`config.mk`:
```
export PLATFORM = sky130hd
export DESIGN_NAME = battery_cell_protection_monitor
export DESIGN_NICKNAME = d
export VERILOG_FILES = /design/src/rtl/bcpm_pkg.sv /design/src/rtl/battery_cell_protection_monitor.sv /design/src/rtl/bcpm_cell.sv /design/src/rtl/bcpm_mode.sv
export SDC_FILE = /design/constraint.sdc
export NUM_CORES = 1
export LEC_CHECK = 0
export BUFFER_PORTS_ARGS = -buffer_cell sky130_fd_sc_hd__buf_2
export CORE_MARGIN = 3
export CORE_UTILIZATION = 53
export CTS_BUF_LIST = sky130_fd_sc_hd__clkbuf_4
export CTS_CLUSTER_DIAMETER = 30
export DETAILED_ROUTE_END_ITERATION = 10
export PLACE_DENSITY_LB_ADDON = 0.25
export SYNTH_ARGS = -nofsm -noshare
export SYNTH_HDL_FRONTEND = slang
export SYNTH_HIERARCHICAL = 1
export SYNTH_SLANG_ARGS = --single-unit
```
`constraint.sdc`:
```
create_clock -name clk -period 12.43 [get_ports clk]
set_clock_uncertainty 0.05 [all_clocks]
set_input_delay 2.486 -clock clk [delete_from_list [all_inputs] [get_ports clk]]
set_output_delay 2.486 -clock clk [all_outputs]
set_load 0.1 [all_outputs]
```
`src/rtl/bcpm_pkg.sv`:
```
// ----------------------------------------------------------------------------
// bcpm_pkg
// Shared types and constants of the battery cell protection monitor.
// ----------------------------------------------------------------------------
package bcpm_pkg;

	// field widths
	localparam int VOLT_W    = 15;
	localparam int CURR_W    = 16;
	localparam int TEMP_W    = 12;
	localparam int IDX_W     = 2;
	localparam int CFG_W     = 15;
	localparam int CFG_IDX_W = 3;

	// stream payload widths
	localparam int S_DATA_W = 48;
	localparam int S_USER_W = 5;
	localparam int M_DATA_W = 72;

	// configuration register indexes
	localparam logic [CFG_IDX_W-1:0] REG_OVER_VOLT  = 3'd0;
	localparam logic [CFG_IDX_W-1:0] REG_UNDER_VOLT = 3'd1;
	localparam logic [CFG_IDX_W-1:0] REG_OVER_CURR  = 3'd2;
	localparam logic [CFG_IDX_W-1:0] REG_OVER_TEMP  = 3'd3;
	localparam logic [CFG_IDX_W-1:0] REG_IDLE_BAND  = 3'd4;

	// configuration reset values
	localparam logic [VOLT_W-1:0] OVER_VOLT_RST  = 15'd4200;
	localparam logic [VOLT_W-1:0] UNDER_VOLT_RST = 15'd3000;
	localparam logic [CFG_W-1:0]  OVER_CURR_RST  = 15'd2000;
	localparam logic [TEMP_W-1:0] OVER_TEMP_RST  = 12'd960;
	localparam logic [CFG_W-1:0]  IDLE_BAND_RST  = 15'd50;

	// per-cell record reset values
	localparam logic [VOLT_W-1:0] MIN_VOLT_RST = 15'h7FFF;
	localparam logic [CURR_W-1:0] MIN_CURR_RST = 16'd10000;

	// system mode codes as seen on the result stream
	localparam logic [1:0] SYS_IDLE        = 2'd0;
	localparam logic [1:0] SYS_CHARGING    = 2'd1;
	localparam logic [1:0] SYS_DISCHARGING = 2'd2;
	localparam logic [1:0] SYS_FAULT       = 2'd3;

	// mode machine states
	typedef enum logic [3:0] {
		MODE_IDLE        = 4'b0001,
		MODE_CHARGING    = 4'b0010,
		MODE_DISCHARGING = 4'b0100,
		MODE_FAULT       = 4'b1000
	} mode_t;

	// one cell sample
	typedef struct packed {
		logic              bus_ok;
		logic              temp_ok;
		logic              gauge_ok;
		logic [VOLT_W-1:0] voltage;
		logic [CURR_W-1:0] current;
		logic [TEMP_W-1:0] temp;
	} sample_t;

	// fault flag, last current and records of one cell
	typedef struct packed {
		logic              fault;
		logic [CURR_W-1:0] last_current;
		logic [VOLT_W-1:0] volt_max;
		logic [VOLT_W-1:0] volt_min;
		logic [CURR_W-1:0] curr_max;
		logic [CURR_W-1:0] curr_min;
	} cell_stat_t;

	// per-item control into the mode machine
	typedef struct packed {
		logic in_range;
		logic reads_ok;
		logic unsafe;
		logic round_end;
	} mode_ctl_t;

	// stream code of a mode state
	function automatic logic [1:0] mode_code(mode_t m);
		logic [1:0] code;
		case (m)
			MODE_IDLE:        code = SYS_IDLE;
			MODE_CHARGING:    code = SYS_CHARGING;
			MODE_DISCHARGING: code = SYS_DISCHARGING;
			MODE_FAULT:       code = SYS_FAULT;
			default:          code = SYS_IDLE;
		endcase
		return code;
	endfunction

endpackage

```
`src/rtl/battery_cell_protection_monitor.sv`:
```
// ----------------------------------------------------------------------------
// battery_cell_protection_monitor
// Per-cell fault detection, min/max records, load switch and mode machine.
// ----------------------------------------------------------------------------
// Takes one cell sample per item and returns one result per item. An accepted
// item sits in the input register, where the threshold compares, record
// updates, load logic and round-end mode step are worked out, and is then
// written into the result register; the cell and mode state are updated at
// that same edge. A new item can be accepted in every cycle while the result
// side keeps taking results; a stalled result holds the item behind it in
// the input register. Samples with a cell index of CELL_COUNT or above leave
// all cell and load state alone and return zero records, though a round end
// on them still steps the mode.
module battery_cell_protection_monitor #(
	parameter int CELL_COUNT = 3
) (
	input  logic                              clk,
	input  logic                              arst_n,
	// configuration write port
	input  logic                              cfg_we,
	input  logic [bcpm_pkg::CFG_IDX_W-1:0]    cfg_index,
	input  logic [bcpm_pkg::CFG_W-1:0]        cfg_data,
	// sample stream
	input  logic                              s_tvalid,
	output logic                              s_tready,
	// cell_voltage_mv[14:0], cell_current_ma[30:15], cell_temp[42:31], zero pad
	input  logic [bcpm_pkg::S_DATA_W-1:0]     s_tdata,
	// cell_index[1:0], bus_ok[2], temp_ok[3], gauge_ok[4]
	input  logic [bcpm_pkg::S_USER_W-1:0]     s_tuser,
	input  logic                              s_tlast,
	// result stream
	output logic                              m_tvalid,
	input  logic                              m_tready,
	// cell_fault[0], load_enable[1], system_mode[3:2], voltage_max_mv[18:4],
	// voltage_min_mv[33:19], current_max_ma[49:34], current_min_ma[65:50],
	// zero pad
	output logic [bcpm_pkg::M_DATA_W-1:0]     m_tdata
);

	// configuration registers
	logic [bcpm_pkg::VOLT_W-1:0] over_volt_q;
	logic [bcpm_pkg::VOLT_W-1:0] under_volt_q;
	logic [bcpm_pkg::CFG_W-1:0]  over_curr_q;
	logic [bcpm_pkg::TEMP_W-1:0] over_temp_q;
	logic [bcpm_pkg::CFG_W-1:0]  idle_band_q;

	// input register
	logic                           vld_s1;
	bcpm_pkg::sample_t              smp_s1;
	logic [bcpm_pkg::IDX_W-1:0]     idx_s1;
	logic                           rend_s1;

	logic                           adv;
	logic                           in_range;
	logic                           unsafe;
	logic [CELL_COUNT-1:0]          sel;
	bcpm_pkg::cell_stat_t           stat [CELL_COUNT];
	bcpm_pkg::cell_stat_t           res_stat;
	logic [CELL_COUNT-1:0][bcpm_pkg::CURR_W-1:0] last_cur;
	logic [CELL_COUNT-1:0]          fault_vec;
	bcpm_pkg::mode_ctl_t            ctl;
	logic                           load_nxt;
	logic [1:0]                     mode_nxt;

	// config writes
	always_ff @(posedge clk or negedge arst_n) begin
		if (!arst_n) begin
			over_volt_q  <= bcpm_pkg::OVER_VOLT_RST;
			under_volt_q <= bcpm_pkg::UNDER_VOLT_RST;
			over_curr_q  <= bcpm_pkg::OVER_CURR_RST;
			over_temp_q  <= bcpm_pkg::OVER_TEMP_RST;
			idle_band_q  <= bcpm_pkg::IDLE_BAND_RST;
		end else if (cfg_we) begin
			case (cfg_index)
				bcpm_pkg::REG_OVER_VOLT:  over_volt_q  <= cfg_data;
				bcpm_pkg::REG_UNDER_VOLT: under_volt_q <= cfg_data;
				bcpm_pkg::REG_OVER_CURR:  over_curr_q  <= cfg_data;
				bcpm_pkg::REG_OVER_TEMP:  over_temp_q  <= cfg_data[bcpm_pkg::TEMP_W-1:0];
				bcpm_pkg::REG_IDLE_BAND:  idle_band_q  <= cfg_data;
				default: ;
			endcase
		end
	end

	// handshake: item leaves the input register when the result slot frees
	assign adv      = vld_s1 && (!m_tvalid || m_tready);
	assign s_tready = !vld_s1 || adv;

	always_ff @(posedge clk or negedge arst_n) begin
		if (!arst_n) begin
			vld_s1 <= 1'b0;
		end else if (s_tready) begin
			vld_s1 <= s_tvalid;
		end
	end

	// input payload
	always_ff @(posedge clk) begin
		if (s_tvalid && s_tready) begin
			smp_s1.voltage  <= s_tdata[14:0];
			smp_s1.current  <= s_tdata[30:15];
			smp_s1.temp     <= s_tdata[42:31];
			idx_s1          <= s_tuser[1:0];
			smp_s1.bus_ok   <= s_tuser[2];
			smp_s1.temp_ok  <= s_tuser[3];
			smp_s1.gauge_ok <= s_tuser[4];
			rend_s1         <= s_tlast;
		end
	end

	// threshold compares, all strict
	always_comb begin
		unsafe = (smp_s1.voltage > over_volt_q)
		      || (smp_s1.voltage < under_volt_q)
		      || ($signed(smp_s1.current) > $signed({1'b0, over_curr_q}))
		      || ($signed(smp_s1.temp) > $signed(over_temp_q));
	end

	assign in_range = int'(idx_s1) < CELL_COUNT;

	// per-cell state
	for (genvar c = 0; c < CELL_COUNT; c++) begin : g_cell
		assign sel[c] = (int'(idx_s1) == c);

		bcpm_cell u_cell (
			.clk    (clk),
			.arst_n (arst_n),
			.sel    (sel[c]),
			.adv    (adv),
			.smp    (smp_s1),
			.unsafe (unsafe),
			.nxt    (stat[c])
		);

		assign last_cur[c]  = stat[c].last_current;
		assign fault_vec[c] = stat[c].fault;
	end

	// addressed cell's records, zero when out of range
	always_comb begin
		res_stat = '0;
		for (int c = 0; c < CELL_COUNT; c++) begin
			if (sel[c]) begin
				res_stat = stat[c];
			end
		end
	end

	assign ctl.in_range  = in_range;
	assign ctl.reads_ok  = smp_s1.bus_ok && smp_s1.temp_ok;
	assign ctl.unsafe    = unsafe;
	assign ctl.round_end = rend_s1;

	bcpm_mode #(
		.CELL_COUNT (CELL_COUNT)
	) u_mode (
		.clk       (clk),
		.arst_n    (arst_n),
		.adv       (adv),
		.ctl       (ctl),
		.idle_band (idle_band_q),
		.last_cur  (last_cur),
		.fault_vec (fault_vec),
		.load_nxt  (load_nxt),
		.mode_nxt  (mode_nxt)
	);

	// result register
	always_ff @(posedge clk or negedge arst_n) begin
		if (!arst_n) begin
			m_tvalid <= 1'b0;
		end else if (!m_tvalid || m_tready) begin
			m_tvalid <= vld_s1;
		end
	end

	always_ff @(posedge clk) begin
		if (adv) begin
			m_tdata <= {6'b000000,
			            res_stat.curr_min,
			            res_stat.curr_max,
			            res_stat.volt_min,
			            res_stat.volt_max,
			            mode_nxt,
			            load_nxt,
			            res_stat.fault};
		end
	end

endmodule

```
`src/rtl/bcpm_cell.sv`:
```
// ----------------------------------------------------------------------------
// bcpm_cell
// State of one cell: fault flag, last current, voltage and current records.
// ----------------------------------------------------------------------------
module bcpm_cell (
	input  logic                clk,
	input  logic                arst_n,
	input  logic                sel,
	input  logic                adv,
	input  bcpm_pkg::sample_t   smp,
	input  logic                unsafe,
	output bcpm_pkg::cell_stat_t nxt
);

	bcpm_pkg::cell_stat_t cur_q;

	// state after the current sample, when this cell is addressed
	always_comb begin
		nxt = cur_q;
		if (sel) begin
			if (smp.bus_ok) begin
				nxt.last_current = smp.current;
			end
			if (smp.bus_ok && smp.temp_ok) begin
				if (smp.voltage > cur_q.volt_max) begin
					nxt.volt_max = smp.voltage;
				end
				if (smp.voltage < cur_q.volt_min) begin
					nxt.volt_min = smp.voltage;
				end
				if ($signed(smp.current) > $signed(cur_q.curr_max)) begin
					nxt.curr_max = smp.current;
				end
				if ($signed(smp.current) < $signed(cur_q.curr_min)) begin
					nxt.curr_min = smp.current;
				end
			end
			// a failed read or any breach faults the cell
			nxt.fault = !(smp.bus_ok && smp.temp_ok && smp.gauge_ok && !unsafe);
		end
	end

	// commit when the item moves to the result register
	always_ff @(posedge clk or negedge arst_n) begin
		if (!arst_n) begin
			cur_q.fault        <= 1'b0;
			cur_q.last_current <= '0;
			cur_q.volt_max     <= '0;
			cur_q.volt_min     <= bcpm_pkg::MIN_VOLT_RST;
			cur_q.curr_max     <= '0;
			cur_q.curr_min     <= bcpm_pkg::MIN_CURR_RST;
		end else if (sel && adv) begin
			cur_q <= nxt;
		end
	end

endmodule

```
`src/rtl/bcpm_mode.sv`:
```
// ----------------------------------------------------------------------------
// bcpm_mode
// Load switch logic and the round-end mode machine.
// ----------------------------------------------------------------------------
module bcpm_mode #(
	parameter int CELL_COUNT = 3
) (
	input  logic                                        clk,
	input  logic                                        arst_n,
	input  logic                                        adv,
	input  bcpm_pkg::mode_ctl_t                         ctl,
	input  logic [bcpm_pkg::CFG_W-1:0]                  idle_band,
	input  logic [CELL_COUNT-1:0][bcpm_pkg::CURR_W-1:0] last_cur,
	input  logic [CELL_COUNT-1:0]                       fault_vec,
	output logic                                        load_nxt,
	output logic [1:0]                                  mode_nxt
);

	bcpm_pkg::mode_t mode_q;
	bcpm_pkg::mode_t mode_n;
	logic            load_q;
	logic            flag_q;
	logic            flag_n;
	logic            load_n;

	logic signed [bcpm_pkg::CURR_W:0] band_s;
	logic signed [bcpm_pkg::CURR_W:0] cur_s;
	logic                             dir_hit;
	logic                             dir_chg;

	// first cell past the deadband picks the direction
	always_comb begin
		band_s  = $signed({2'b00, idle_band});
		dir_hit = 1'b0;
		dir_chg = 1'b0;
		cur_s   = '0;
		for (int c = CELL_COUNT - 1; c >= 0; c--) begin
			cur_s = $signed({last_cur[c][bcpm_pkg::CURR_W-1], last_cur[c]});
			if (cur_s < -band_s) begin
				dir_hit = 1'b1;
				dir_chg = 1'b1;
			end else if (cur_s > band_s) begin
				dir_hit = 1'b1;
				dir_chg = 1'b0;
			end
		end
	end

	// load switch and mode after this item
	always_comb begin
		load_n = load_q;
		flag_n = flag_q;
		mode_n = mode_q;
		if (ctl.in_range && ctl.reads_ok) begin
			if (ctl.unsafe && flag_q) begin
				load_n = 1'b0;
				flag_n = 1'b0;
			end else if (!ctl.unsafe && !flag_q) begin
				load_n = 1'b1;
				flag_n = 1'b1;
			end
		end
		if (ctl.round_end) begin
			case (mode_q)
				bcpm_pkg::MODE_IDLE: begin
					if (dir_hit) begin
						mode_n = dir_chg ? bcpm_pkg::MODE_CHARGING
						                 : bcpm_pkg::MODE_DISCHARGING;
					end
				end
				bcpm_pkg::MODE_CHARGING, bcpm_pkg::MODE_DISCHARGING: begin
					if (|fault_vec) begin
						mode_n = bcpm_pkg::MODE_FAULT;
					end
				end
				bcpm_pkg::MODE_FAULT: begin
					load_n = 1'b0;
				end
				default: begin
					mode_n = mode_q;
				end
			endcase
		end
	end

	assign load_nxt = load_n;
	assign mode_nxt = bcpm_pkg::mode_code(mode_n);

	always_ff @(posedge clk or negedge arst_n) begin
		if (!arst_n) begin
			mode_q <= bcpm_pkg::MODE_IDLE;
			load_q <= 1'b1;
			flag_q <= 1'b1;
		end else if (adv) begin
			mode_q <= mode_n;
			load_q <= load_n;
			flag_q <= flag_n;
		end
	end

endmodule

```
[After elaboration in Yosys (flattened, before gate mapping)]
Cells that the tools add are included.
Word-level totals
  bits in read-only memories: 0
  flip-flop bits (word level): 432
  latch bits: 0
  memories: 0
  RAM bits: 0
Cells by class
  shift operators: 0
  muxes and demuxes: 48
  multipliers: 0
  $lt $le $gt $ge: 23
  add/subtract/negate cells: 1
  bitwise operators: 0
  reductions and logical operators: 32
  equality and inequality tests: 13
  div/mod/pow operators: 0
Operators by type and width (count)
  $mux W79: 6
  $mux W62: 3
  $mux W16: 9
  $gt A16 B16 Y1: 7
  $mux W15: 6
  $gt A15 B15 Y1: 4
  $lt A15 B15 Y1: 4
  $lt A16 B17 Y1: 3
  $lt A16 B16 Y1: 3
  $mux W1: 18
  $neg A15 Y17: 1
  $gt A12 B12 Y1: 1
  $mux W4: 3
  $logic_and A1 B1 Y1: 11
  $reduce_and A2 Y1: 5
  $eq A4 B2 Y1 const B: 2
  $eq A4 B3 Y1 const B: 2
  $eq A4 B4 Y1 const B: 2
  $pmux W4 S2: 1
  $eq A3 B2 Y1 const B: 2
  $pmux W2 S3: 1
  $logic_not A1 Y1: 5
  $logic_or A1 B1 Y1: 5
  $eq A2 B2 Y1 const B: 2
  other kinds (11): 11

[Logic depth before layout (Yosys ltp)]
Gate-level depths: netlist of the first run.
  depth after elaboration: 20
  gate-level depth with buffers: 20
  gate-level depth less buffers: 18

[Hierarchy]
The synthesis of the first run kept the hierarchy.
By module, submodules not included
  bcpm_cell: area an instance 5809.3 um2, cells each 554, instances 3
  battery_cell_protection_monitor: area an instance 9026.2 um2, cells each 747, instances 1
  bcpm_mode: area an instance 2854.0 um2, cells each 345, instances 1

[Worst setup path before layout of the first run]
Ideal clock, no wire load.
  path kind: input to register
  from: input port m_tready
  to: register g_cell[0].u_cell/cur_q[51] in the netlist's numbering
  setup slack: 6.059 ns
  data arrival time: 6.196 ns
  path buffers: 2
  stages on the path: 7
  required time: 12.255 ns
  cell sequence: nand2b_1 and2_1 nand2_1 or2_2 clkbuf_1 buf_2 mux2_2
Between the ends
  word-level cells in the longest chain between the ends: 3
RTL lines
  start, declared: line battery_cell_protection_monitor.sv:33  | input logic m_tready,
  $logic_or A1 B1 Y1: line battery_cell_protection_monitor.sv:86  | assign adv = vld_s1 && (!m_tvalid || m_tready);
  $logic_and A1 B1 Y1: line battery_cell_protection_monitor.sv:86
  net adv: line battery_cell_protection_monitor.sv:53  | logic adv;
  $logic_and A1 B1 Y1: line bcpm_cell.sv:52  | end else if (sel && adv) begin
  end signal, assigned: line bcpm_cell.sv:53  | cur_q <= nxt;
  end, declared: line bcpm_cell.sv:15  | bcpm_pkg::cell_stat_t cur_q;
The timed path passes the listed nets, and every way through them passes these cells.
A chain may end at the register's enable or synchronous reset.

[Worst setup path in the final report of the first run]
  from: input port m_tready
  to: output port s_tready
Between the ends
  word-level cells in the longest chain between the ends: 3
RTL lines
  $logic_or A1 B1 Y1: line battery_cell_protection_monitor.sv:86
  $logic_and A1 B1 Y1: line battery_cell_protection_monitor.sv:86
  $logic_or A1 B1 Y1: line battery_cell_protection_monitor.sv:87  | assign s_tready = !vld_s1 || adv;
  end, declared: line battery_cell_protection_monitor.sv:25  | output logic s_tready,
Every way passes these cells.

==> results of run 1 <==
cells in the mapped netlist (13+ instances only):
| cell | count |
|---|---|
| a21o_1 | 51 |
| dfstp_2 | 87 |
| o21ai_1 | 20 |
| a21oi_1 | 139 |
| nor2_1 | 51 |
| o22a_1 | 45 |
| nand2b_1 | 14 |
| clkbuf_1 | 63 |
| buf_2 | 14 |
| inv_1 | 273 |
| nand2_1 | 209 |
| mux2_2 | 342 |
| mux2i_1 | 66 |
| buf_4 | 20 |
| o21ai_0 | 192 |
| nand3_1 | 43 |
| nor3_1 | 17 |
| nor2b_1 | 21 |
| dfrtp_1 | 230 |
| o22ai_1 | 98 |
| nand4_1 | 56 |
| mux2_4 | 61 |
| o21a_1 | 13 |
| ha_1 | 327 |
| edfxtp_1 | 115 |
critical path: cells and delay by family:
family / cells / cell delay [ps]
buf+inv: 2 / 520
simple gates: 1 / 130
area by class of cell:
| class | instances | area [um^2] | area share, % |
|---|---|---|---|
| well taps | 696 | 871 | 2.68 |
| multi-input cells | 1943 | 16200 | 50.0 |
| clock inverters | 37 | 245 | 0.755 |
| clock buffers | 195 | 1460 | 4.51 |
| inverters | 273 | 1020 | 3.16 |
| repair buffers | 194 | 1120 | 3.45 |
| diodes | 3 | 7.51 | 0.0231 |
| flip-flops and latches | 432 | 11500 | 35.4 |
layer usage:
layer / vias to the layer above / wire length [um] / track usage, %
met1: 11000 / 33600 / 34.5
met4: 0 / 2770 / 11.1
met3: 190 / 5280 / 5.30
li1: 10600 / - / -
met5: - / 0 / 0
met2: 806 / 35600 / 43.0
power by group:
group	switching (mW)	internal, mW	leakage (nW)
Sequential	0.229	1.81	4.99
Combinational	1.34	0.982	8.64
Clock	0.629	0.773	1.02
logic make-up after synthesis:
family / count (synthesis) / share of synthesized area (%)
AOI/OAI and AO/OA: 653 / 14.2
xor gates and xnor gates: 14 / 0.444
adders and majority gates: 329 / 14.0
buffers and inverters: 384 / 5.52
DFF: 432 / 39.2
muxes: 469 / 18.5
other: 1 / 0.0128
and+or+nand+nor: 472 / 8.04
state kept, by name, summed over array words and instances, names as in the netlist:
| signal | flops |
|---|---|
| g_cell.u_cell/cur_q | 237 |
| over_volt_q | 15 |
| rend_s1 | 1 |
| m_tdata | 66 |
| u_mode/mode_q | 4 |
| under_volt_q | 15 |
| idx_s1 | 2 |
| smp_s1 | 46 |
| u_mode/flag_q | 1 |
| over_temp_q | 12 |
| over_curr_q | 15 |
| idle_band_q | 15 |
| u_mode/load_q | 1 |
| m_tvalid | 1 |
| vld_s1 | 1 |
final timing paths:
kind                                                         from                                     end
setup / recovery                                         m_tready                                s_tready
hold / removal             g_cell[1].u_cell/cur_q[78]$_DFFE_PN0P_  g_cell[1].u_cell/cur_q[78]$_DFFE_PN0P_
max in group asynchronous                                  arst_n            u_mode/mode_q[2]$_DFFE_PN0P_
min in group asynchronous                                  arst_n  g_cell[0].u_cell/cur_q[28]$_DFFE_PN0P_
setup reg to reg                              idx_s1[1]$_DFFE_PP_                    m_tdata[3]$_DFFE_PP_
hold reg to reg            g_cell[1].u_cell/cur_q[78]$_DFFE_PN0P_  g_cell[1].u_cell/cur_q[78]$_DFFE_PN0P_
stage by stage:
step | instances | utilization, % | hold slack, ps
5_1_grt | 3773 | 59.9 | 464
3_3_place_gp | 3538 | 56.7 | 413
2_1_floorplan | 2759 | - | 399
3_5_place_dp | 3538 | 56.7 | 427
4_1_cts | 3770 | 59.8 | 440
6_report | 3773 | 59.9 | 436
==> results.yml, run 1 <==
power_and_ir_drop:
  power.total_mw: 5.76
  p_leak_nw: 14.7
  powerDensity_mw_per_mm2: 177
  ir_drop_v: 0.000102
route:
  first_pass_iters: 5
  wirelength_mm: 77.3
  ant_nets: 0
  remaining_drc_errors: 0
  wl_per_cell_um: 20.5
  drtIter0Drc: 1527
  vias: 22600
  vias_per_cell: 5.99
worst_setup_path:
  regToRegSetupSlack_ps: 6970
  worstSetupPathType: "primary input to primary output"
  crit_fanout: 3
  worst-r2r-cell-count: 12
  critPathCaptureType: "primary output"
  critPathMaxStageDelay_ps: 440
  cp_data_arrival_time_ps: 3130
  path_cells: "buf_2 -> nand3b_1 -> buf_2"
  slowest_stage: "buf_2"
  crit_top_cell: "buf_2"
  critPathRequiredTime_ps: 9890
  startpoint_type: "primary input"
synthesis:
  yosys_warnings: 6
  syn_inst: 2754
  syn_area_mm2: 0.0293
  yosysTopAreaCell: "dfrtp_1"
  synthTopCellsByArea: "dfrtp_1 (20%), ha_1 (14%), mux2_2 (13%), edfxtp_1 (12%), dfstp_2 (7.8%)"
  synth-main-ff-cell: "dfrtp_1"
  synth_edf_count: 115
  avgSynthCellArea_um2: 10.6
  ys_types: 82
  synth-async-reset-ratio_pct: 73.4
  synth_top_cell_area_share_pct: 19.6
  ys_ff_latch: 432
  yosysSeqAreaShare_pct: 39.2
place:
  pre_cts_ws_ps: 6490
  globalplace.congestion: 0.881
  placed_cell_area_mm2: 0.0308
  hpwl_mm: 51.7
  port_buffers: 139
sta:
  final-setup-viol-count: 0
  finalWorstSetupSlack_ps: 6760
  period_share_pct: 45.6
  tightest_slew_ps: 1200
  rsz0062_at_grt: "false"
  fmax_ghz: 0.176
  slew_headroom_pct: 20.0
  min_period_ps: 5670
  tns_ps: 0
  hold_viol_final: 0
  slew_viol_final: 0
layout:
  mostFrequentLayoutCells: "mux2_2 (342), ha_1 (327), inv_1 (273)"
  syn2layout_area_growth_pct: 10.8
  final_layout_size_suffix_gt1_share_pct: 30.6
  fillCellCount: 4519
  design_area_mm2: 0.0325
  final_common_cell: "mux2_2"
  layout.nets: 3369
global_route:
  grt_pass1_vias: 22700
  grt_usage_pct: 26.4
  grt_max_degree: 128
  antenna_found_initial: 3
  grt_overflow: 0
  grt_pass1_wl_mm: 121
cts:
  hold_buffers: 0
  clk_pin_slew_ps: 50
  clk_path_buf_depth: 3
  cts_setup_buffers: 0
  cts-root-buf: "clkbuf_4"
  cts_resized: 0
  numCtsBuffers: 121
  h-tree-depth: 3
  insertion_delay_ps: 890
  cts_tree: "done"
  clock-sinks: 432
floorplanning:
  ios: 151
  num_rows: 85
  die_h_um: 241
  initial_core_util_pct: 54.0
  coreArea_mm2: 0.0542
  dieArea_mm2: 0.0582
  die_w_um: 241
run_status:
  status: "finished, final reports clean"
hold_path:
  hold_path.class: "flop to flop"
  min_path_cells: 2
flow_run:
  cap_viol_max_count: 0
Note: power is estimated with default switching activity, not from simulation.
==> run 2, diff against run 1 <==
==> constraint.sdc (replaced) <==
create_clock -name clk -period 4.9 [get_ports clk]
set_clock_uncertainty 0.05 [all_clocks]
set_input_delay 0.98 -clock clk [delete_from_list [all_inputs] [get_ports clk]]
set_output_delay 0.98 -clock clk [all_outputs]
set_load 0.1 [all_outputs]
==> results.yml, run 2 (synthesis gave the netlist of run 1 again) <==
worst_setup_path:
  worstSetupPathType: "flop to flop"
  critPathRequiredTime_ps: 5570
  timing.rr.start: "smp_s1[12]$_DFFE_PP_"
  crit_fanout: 18
  cp_data_arrival_time_ps: 5380
  startpoint: "smp_s1[12]$_DFFE_PP_"
  critPathCaptureType: "flop"
  startpoint_type: "flop"
floorplanning:
  dieArea_mm2: 0.0582
  ios: 151
  num_rows: 85
  initial_core_util_pct: 54.0
  coreArea_mm2: 0.0542
  die_w_um: 241
  die_h_um: 241
cts:
  clk_path_buf_depth: 3
  cts-root-buf: "clkbuf_4"
  cts_setup_buffers: 0
  insertion_delay_ps: 1000
  h-tree-depth: 4
  numCtsBuffers: 132
  cts_tree: "done"
  clk_pin_slew_ps: 70
  clock-sinks: 432
place:
  globalplace.congestion: 0.912
  pre_cts_ws_ps: 74.0
  placed_cell_area_mm2: 0.0310
  port_buffers: 139
  hpwl_mm: 54.6
layout:
  final_common_cell: "mux2_2"
  layout.nets: 3406
  largest_register_ffs: 237
  design_area_mm2: 0.0328
  syn2layout_area_growth_pct: 11.9
  regMostFlops: "g_cell.u_cell/cur_q"
  top_regs: "g_cell.u_cell/cur_q: 237 flops, m_tdata: 66 flops, smp_s1: 46 flops"
  mostFrequentLayoutCells: "mux2_2 (342), ha_1 (327), inv_1 (273)"
  final_layout_size_suffix_gt1_share_pct: 31.3
route:
  remaining_drc_errors: 0
  wirelength_mm: 78.8
  drtIter0Drc: 1640
  first_pass_iters: 5
  vias: 22800
  ant_nets: 0
  vias_per_cell: 5.98
  wl_per_cell_um: 20.7
sta:
  rsz0062_at_grt: "false"
  slew_viol_final: 0
  final-setup-viol-count: 0
  hold_slack_ps: 108
  slew_headroom_pct: 14.5
  fmax_ghz: 0.213
  tightest_slew_ps: 1280
  hold_viol_final: 0
  period_share_pct: 96.0
  min_period_ps: 4700
  finalWorstSetupSlack_ps: 195
  tns_ps: 0
hold_path:
  hp-start: "s_tdata[28]"
  hold_path.class: "primary input to flop"
power_and_ir_drop:
  p_leak_nw: 14.8
  powerDensity_mw_per_mm2: 454
  ir_drop_v: 0.000269
  power.total_mw: 14.9
global_route:
  grt_overflow: 0
  grt_usage_pct: 27.3
  antenna_found_initial: 3
  grt_max_degree: 93
  grt_pass1_wl_mm: 124
  grt_pass1_vias: 22900
run_status:
  status: "finished, final reports clean"
flow_run:
  cap_viol_max_count: 0
==> run 2: changes by cell type in the layout (fill, tap and decap cells not counted), moves of 2 or more <==
cell,before,now
buf_12,0,2
clkinv_2,12,9
bufinv_16,3,5
clkbuf_4,195,199
buf_4,55,78
clkinv_1,18,24
inv_2,1,4
diode_2,3,7
==> run 2: timing repair <==
item | in CTS | in global routing
hold buffers | 1 | 0
resized for setup | 0 | 1
setup endpoints to repair | 0 | 15
hold endpoints to repair | 68 | 0
==> run 2: final timing paths <==
path	slack, ps	to	cells past startpoint
setup / recovery	200	m_tdata[42]$_DFFE_PP_	11
hold / removal	110	smp_s1[25]$_DFFE_PP_	1
setup reg to reg	200	m_tdata[42]$_DFFE_PP_	11
hold reg to reg	450	u_mode/mode_q[0]$_DFFE_PN1P_	2
max in group asynchronous	3150	g_cell[0].u_cell/cur_q[54]$_DFFE_PN0P_	3
min in group asynchronous	530	g_cell[0].u_cell/cur_q[24]$_DFFE_PN0P_	2
==> run 2: through the flow <==
step                cells  util [%]
floorplan            2759         -
global placement     3563      57.1
detailed placement   3563      57.1
CTS                  3806      60.4
global route         3807      60.4
finish               3813      60.5
==> run 2: final cells by class <==
cell class / instances / area (um^2)
Clock buffer: 199 / 1490
Antenna cell: 7 / 17.5
Tap cell: 696 / 871
Timing Repair Buffer: 220 / 1340
Inverter: 273 / 1020
Sequential cell: 432 / 11500
Clock inverter: 43 / 308
Multi-Input combinational cell: 1943 / 16200
Fill cell: 4459 / 21400
==> run 2: layer usage <==
| metal | GRT usage [%] | vias to the layer above | wire [um] |
|---|---|---|---|
| met5 | 0 | - | 11 |
| met4 | 11.8 | 2 | 2740 |
| met3 | 5.90 | 189 | 5590 |
| met2 | 44.0 | 830 | 36800 |
| met1 | 35.6 | 11100 | 33600 |
| li1 | - | 10700 | - |
==> run 2: worst max-delay path: stages, from the launching register on <==
cell and delay, ps:
edfxtp_1 730, inv_1 220, ha_1 340, nand4_1 90, nor4_1 60, nor2_1 960
nand4_1 900, o22a_1 430, o22ai_1 150, a21oi_1 60, mux2i_1 310, o21ai_0 120
==> run 2: report_power, final <==
group | switching, mW | internal [mW] | total [mW]
combinational | 3.35 | 2.52 | 5.87
clock | 1.67 | 2.12 | 3.79
sequential | 0.640 | 4.59 | 5.23
total | 5.66 | 9.23 | 14.9
